<file path="config.mk">
export PLATFORM = sky130hd
export DESIGN_NAME = dmhkc_mod_unit
export DESIGN_NICKNAME = d
export VERILOG_FILES = /design/src/rtl/dmhkc_pkg.sv /design/src/rtl/dmhkc_mod_unit.sv
export SDC_FILE = /design/constraint.sdc
export NUM_CORES = 1
export LEC_CHECK = 0
export BUFFER_PORTS_ARGS = -buffer_cell sky130_fd_sc_hd__buf_4
export CORE_ASPECT_RATIO = 1.4
export CORE_UTILIZATION = 55
export DETAILED_ROUTE_END_ITERATION = 16
export PLACE_DENSITY = 0.79
export SYNTH_ARGS = -nofsm -noshare
export SYNTH_HDL_FRONTEND = slang
export SYNTH_SLANG_ARGS = --single-unit
export TNS_END_PERCENT = 50
</file>
<file path="constraint.sdc">
create_clock -name clock -period 2.6 [get_ports clock]
set_input_delay 0.26 -clock clock [delete_from_list [all_inputs] [get_ports clock]]
set_output_delay 0.26 -clock clock [all_outputs]
set_load 0.05 [all_outputs]
</file>
<file path="src/rtl/dmhkc_pkg.sv">
// ---------------------------------------------------------------------------
// Hashed key cache package
// Field widths, operation and status codes shared by the cache files.
// ---------------------------------------------------------------------------
package dmhkc_pkg;

   localparam int HASH_W  = 32;
   localparam int WORD_W  = 32;
   localparam int BYTE_W  = 8;
   localparam int CFG_W   = 9;
   localparam int SLOT_W  = 8;
   localparam int STAT_W  = 2;

   typedef enum logic [STAT_W-1:0] {
      STATUS_MISS     = 2'd0,
      STATUS_HIT      = 2'd1,
      STATUS_INSERTED = 2'd2,
      STATUS_TOO_LONG = 2'd3
   } status_type;

   localparam logic MODE_LOOKUP = 1'b0;
   localparam logic MODE_INSERT = 1'b1;

   // sdbm step: b + h*65599, wrapping at 32 bits
   function automatic logic [HASH_W-1:0] mix_byte(input logic [HASH_W-1:0] h,
                                                  input logic [BYTE_W-1:0] b);
      mix_byte = HASH_W'(b) + (h << 6) + (h << 16) - h;
   endfunction

endpackage

</file>
<file path="src/rtl/dmhkc_mod_unit.sv">
// ---------------------------------------------------------------------------
// Hashed key cache modulo unit
// Restoring remainder of a 32-bit hash by the slot count, one bit a cycle.
// ---------------------------------------------------------------------------
module dmhkc_mod_unit #(
   parameter int MW = 9
) (
   input  logic                          clock,
   input  logic                          reset,
   input  logic                          start,
   input  logic [dmhkc_pkg::HASH_W-1:0]  dividend,
   input  logic [MW-1:0]                 divisor,
   output logic                          done,
   output logic [MW-1:0]                 remainder
);
   import dmhkc_pkg::*;

   localparam int NW = $clog2(HASH_W);

   logic              busy_ff, busy_in;
   logic [NW-1:0]     step_ff, step_in;
   logic [HASH_W-1:0] dvd_ff, dvd_in;
   logic [MW-1:0]     rem_ff, rem_in;
   logic [MW-1:0]     div_ff, div_in;
   logic [MW:0]       trial;
   logic              fin;

   always_comb begin
      trial   = {rem_ff, dvd_ff[HASH_W-1]};
      busy_in = busy_ff;
      step_in = step_ff;
      dvd_in  = dvd_ff;
      rem_in  = rem_ff;
      div_in  = div_ff;
      fin     = 1'b0;
      if (start) begin
         busy_in = 1'b1;
         step_in = '0;
         dvd_in  = dividend;
         rem_in  = '0;
         div_in  = divisor;
      end else if (busy_ff) begin
         // shift in the next dividend bit, subtract when it fits
         if (trial >= {1'b0, div_ff}) begin
            rem_in = MW'(trial - {1'b0, div_ff});
         end else begin
            rem_in = trial[MW-1:0];
         end
         dvd_in  = dvd_ff << 1;
         step_in = step_ff + 1'b1;
         if (step_ff == NW'(HASH_W - 1)) begin
            busy_in = 1'b0;
            fin     = 1'b1;
         end
      end
   end

   always_ff @(posedge clock) begin
      if (reset) begin
         busy_ff <= 1'b0;
         step_ff <= '0;
         done    <= 1'b0;
      end else begin
         busy_ff <= busy_in;
         step_ff <= step_in;
         done    <= fin;
      end
      dvd_ff <= dvd_in;
      rem_ff <= rem_in;
      div_ff <= div_in;
   end

   assign remainder = rem_ff;

endmodule

</file>
# ---- Word-level counts from Yosys, hierarchy flattened
# Index checks and enable logic that the tools add are counted.
dict set report totals {
  output_inout_bits 10
  input_bits 44
  reg_bits 57
  word_cells 21
}
dict set report op_classes {
  n_eq_ne 1
  order_cmp 1
  reduce_logical 3
  add_sub_neg 2
  muxes 7
  bitwise 1
}
# operator count
set ops {}
lappend ops {{32-bit 2-to-1 mux} 2}
lappend ops {{10-bit by 9-bit greater-or-equal comparator with 1-bit output} 1}
lappend ops {{9-bit 2-to-1 mux} 1}
lappend ops {{9-bit subtractor} 1}
lappend ops {{5-bit by 1-bit adder with 5-bit output (second input constant)} 1}
lappend ops {{5-bit == test (second input constant)} 1}
lappend ops {{1-bit 2-to-1 mux} 4}
lappend ops {{3-bit OR reduction} 1}
lappend ops {{2-bit nonzero test} 1}
lappend ops {{2-bit OR reduction} 1}
lappend ops {{1-bit inverter} 1}

# ---- Longest topological paths before layout
dict set report logic_depth {
  word_depth 4
  ltp_mapped 10
  depth_no_buf 9
}

# ---- Worst setup path before layout
# Ideal clock, no wire load.
dict set report synth_path {
  kind {register to register}
  start {register rem_ff[1], in the netlist remainder[1]}
  end {register rem_ff[8], in the netlist remainder[8]}
  arrival_time_ns 2.269
  setup_ns 0.088
  n_path_buf 1
  synth_period_minus_slack_ns 2.358
  stages_incl_launch_ff 8
  t_required_ns 2.512
  slack_ns 0.242
  path_cell_list {dfxtp_1 ha_1 a211oi_1 o21a_1 o211a_2 buf_6 nand2_1 a311oi_2}
}
dict set report synth_via {
  elab_chain_len 2
  elab_cells_between_ends 3
  classes_between {1 x add/sub; 1 x order compare; 1 x mux}
}
# element line_no
set synth_rtl {}
lappend synth_rtl {{start, declared} dmhkc_mod_unit.sv:23} ;# logic [MW-1:0] rem_ff, rem_in;
lappend synth_rtl {{start signal, assigned} dmhkc_mod_unit.sv:69} ;# rem_ff <= rem_in;
lappend synth_rtl {{9-bit subtractor or 10-bit by 9-bit greater-or-equal comparator with 1-bit output (tied branches)} {dmhkc_mod_unit.sv:45, dmhkc_mod_unit.sv:44}}
lappend synth_rtl {{9-bit 2-to-1 mux *} dmhkc_mod_unit.sv:44} ;# if (trial >= {1'b0, div_ff}) begin
# Mark *: on every way between the ends. The rest lies on a longest branch, timed or not.
# A chain may end at the register's enable or synchronous reset.

# ---- Worst setup path after layout
dict set report layout_path {
  start {register dvd_ff[31]}
  end {register rem_ff[6], in the netlist remainder[6]}
}
dict set report layout_via {
  elab_chain_len 2
  elab_cells_between_ends 3
  classes_between {1 x add/sub; 1 x order compare; 1 x mux}
}
# element line_no
set layout_rtl {}
lappend layout_rtl {{start, declared} dmhkc_mod_unit.sv:22} ;# logic [HASH_W-1:0] dvd_ff, dvd_in;
lappend layout_rtl {{start signal, assigned} dmhkc_mod_unit.sv:68} ;# dvd_ff <= dvd_in;
lappend layout_rtl {{9-bit subtractor or 10-bit by 9-bit greater-or-equal comparator with 1-bit output (tied branches)} {dmhkc_mod_unit.sv:45, dmhkc_mod_unit.sv:44}}
lappend layout_rtl {{9-bit 2-to-1 mux *} dmhkc_mod_unit.sv:44}
# Marks and branches as above.

==> results.toml <==
[floorplan]
floorplan.initialDensity_pct = 57.5
fp.dieArea_sq_um = 5350
chipWidth_um = 62.1
placement_rows = 30
io_pins = 54
placeableCoreArea_sq_um = 4840
die-height_um = 86.2

[pwr]
power.total_w = 0.00234
power.share.switching_pct = 26.7
static-leakage-power_nw = 1.41
proportion_of_power_drawn_by_flip_flops_and_latches_pct = 47.2
cell_internal_pwr_w = 0.00172
maximum_vdd_drop_uv = 443
relative_contribution_of_the_clock_network_to_total_power_pct = 33.1
pwr-share-comb_pct = 19.7
power.net_switching_w = 0.000624
power.density_nw_per_um2 = 685

[grt]
groute.usage.overall_pct = 21.5
grt_pass1_wl_mm = 8.60
grt_max_degree = 36
antenna_found_initial = 0
vias_in_the_first_global_route = 1989
global_route.overflow_total = 0

[critical_path]
worstPathRequired_ns = 2.85
critical_path.cell_chain = "inv_1 > ha_1 > inv_1 > fa_1 > a211oi_1 > o21a_1 > o211a_4 > mux2i_1 > a211oi_1"
timing.critical_path.arrival_ns = 2.57
critical_path.n_buffers_inverters = 2
criticalPathCategory = "register to register"
crit_path_max_fanout = 13
critPathTopFamily = "compound AO/OA/AOI/OAI gates"
setup.worst_path.end_class = "register"
cp_slowest_stage_delay_ns = 0.39
critical_path_startpoint_category = "register"
crit_slowest_cell = "edfxtp_1"

[placement]
gp_congestion = 0.841
detailed_placer_s_ending_hpwl_mm = 3.40
place.port_buffers = 53

[logic_synthesis]
mapped_avg_cell_area_sq_um = 12.7
synth.lib_cells_used.distinct = 43
synthesis.yosys.warnings = 0
postSynthNetCount = 275
synth_area_sq_um = 2780
postSynthCellCount = 219
yosysSeqAreaShare_pct = 55.7
ys_seq_elements = 57

[finish]
design.final.nets = 331
antenna_cells_inserted = 0
filler_cell_count = 361
area_growth_pct = 22.7
utilization_pct = 70.6
ratio_of_cells_with_drive_above_1_in_the_final_layout_pct = 39.4

[timing]
relSlewSlack_pct = 50.9
timing_worst_slew_pin_value_ns = 0.736
timing.final.max_slew_violations = 0
final.period_utilization_pct = 89.4
fin_setup_tns_ns = 0
max_freq_mhz = 430
grt_setup_unrepaired = "no"
finalHoldViolations = 0
timing.clock.skew_ns = 0.00647
timing.final.crit_period_ns = 2.33
setup_viol = 0

[routing]
drt_iter0_markers = 49
post_drt_wl_per_cell_um = 14.6
number_of_vias_per_cell_after_detailed_routing = 5.43
met3_length_um = 304
route.final.wire_length_mm = 4.99
met1_routed_length_mm = 2.06
top_layer = "met4"
num_vias = 1863
met2_layer_wire_length_in_the_routed_design_mm = 2.48
drt-pass1-iter-count = 4
postRouteAntennaNets = 0
route.detailed.drc = 0

[job]
max_cap_violations = 0

[clock_network]
cts_buffers = 9
cts_root_buffer = "clkbuf_8"
clock_tree_from_tritoncts = "done"
cts.clk_slew.worst_paths_ns = 0.06
htree_levels = 3
worstSkewPairLatency_ns = 0.34
cts.hold.buffers_added = 0
clock_sinks = 57
cts.path.max_buffers = 2

[outcome]
outcome = "complete, no violations"

[hold_path]
worstHoldPathType = "primary input to register"
## metal layers
metal	vias up	global-route usage [%]
li1	917	-
met3	14	7.63
met5	-	0
met4	0	14.4
met2	59	35.4
met1	873	23.4
## worst register-to-register path, cell delays in order (launching register included)
cell	delay, ns
edfxtp_1	0.39
inv_1	0.07
ha_1	0.15
inv_1	0.05
fa_1	0.39
a211oi_1	0.29
o21a_1	0.24
o211a_4	0.28
mux2i_1	0.11
a211oi_1	0.26
## kinds of logic after synthesis
logic type / count (synthesis) / synth area share [%]
compound gates: 30 / 7.87
xor+xnor: 7 / 2.20
fa+ha+maj: 12 / 5.66
buf+inv: 24 / 3.55
flops: 57 / 55.7
mux: 39 / 15.4
simple gates: 50 / 9.57
## registers in the layout (all words and copies together) (netlist names)
| signal | cells |
|---|---|
| busy_ff | 1 |
| div_ff | 9 |
| done | 1 |
| dvd_ff | 32 |
| remainder | 9 |
| step_ff | 5 |
## cells in the final DEF, fill, tap and decap left out, drive strengths merged, types with 3 or more instances in the layout
cell type / instances
dfxtp: 16
xor2: 5
nand2: 8
mux2: 31
a211oi: 7
o21ai: 3
a311oi: 4
buf: 56
clkbuf: 10
or2: 4
clkinv: 4
mux2i: 8
ha: 11
inv: 13
edfxtp: 41
a21oi: 7
nor2: 19
## what timing repair did
action	CTS	global route
resized for setup	0	1
endpoints found under the setup margin	0	1
buffers inserted	0	0
## synth_stat cells, drive strengths merged
cell | n | share of area [%]
nand2 | 8 | 1.1
a31o | 2 | 0.63
nand3 | 2 | 0.54
o21ai | 3 | 0.54
o211a | 1 | 0.36
nand3b | 1 | 0.27
nor4b | 2 | 0.63
and3 | 2 | 0.45
a211oi | 7 | 1.9
mux2i | 8 | 2.9
or2 | 4 | 0.90
and2b | 1 | 0.31
mux2 | 31 | 13
or4b | 1 | 0.36
buf | 2 | 0.58
a21o | 2 | 0.58
ha | 11 | 4.9
edfxtp | 41 | 44
a311oi | 4 | 1.5
fa | 1 | 0.72
nand4b | 2 | 0.63
dfxtp | 16 | 12
o211ai | 2 | 0.54
xnor2 | 2 | 0.63
nand2b | 1 | 0.22
nor3b | 1 | 0.27
a21oi | 7 | 1.3
o2111ai | 1 | 0.31
and2 | 2 | 0.49
nand4 | 1 | 0.22
clkbuf | 9 | 1.2
or3 | 2 | 0.45
inv | 13 | 1.8
nor2 | 19 | 2.6
o21a | 1 | 0.27
xor2 | 5 | 1.6
nor3 | 1 | 0.18
## area by class of cell
type / count / area [sq um] / share of cell area [%]
clock buffers: 10 / 128 / 3.73
inverters: 13 / 48.8 / 1.43
repair buffers: 56 / 420 / 12.3
multi-input cells: 138 / 1140 / 33.4
flip-flops and latches: 57 / 1550 / 45.4
clock inverters: 5 / 47.5 / 1.39
well taps: 64 / 80.1 / 2.34
## power groups by stage
stage	Sequential (W)	Combinational (W)	Clock, W
after detailed placement	0.00112	0.000456	0
after global routing	0.00111	0.000504	0.000833
after global placement	0.00112	0.000445	0
after floorplan	0.00116	0.000284	0
final	0.00110	0.000462	0.000774
after CTS	0.00111	0.000460	0.000791
## per-stage QoR
step	std cells	instance area, sq um	hold WS [ns]	setup slack [ns]
5_1_grt	343	3420	0.0663	0.121
4_1_cts	343	3410	0.0672	0.137
3_3_place_gp	328	3230	0.437	0.259
6_report	343	3420	0.0810	0.275
3_5_place_dp	328	3230	0.434	0.169
2_1_floorplan	219	2780	0.332	0.242
## worst paths after layout
kind	depth (start not counted)	start	end	slack, ns
worst max register to register	9	dvd_ff[31]	remainder[6]	0.27
worst min register to register	2	step_ff[4]	step_ff[4]	0.51
worst max-delay path	9	dvd_ff[31]	remainder[6]	0.27
worst min-delay path	2	reset	busy_ff	0.08
Power figures use the tool's default switching activity.
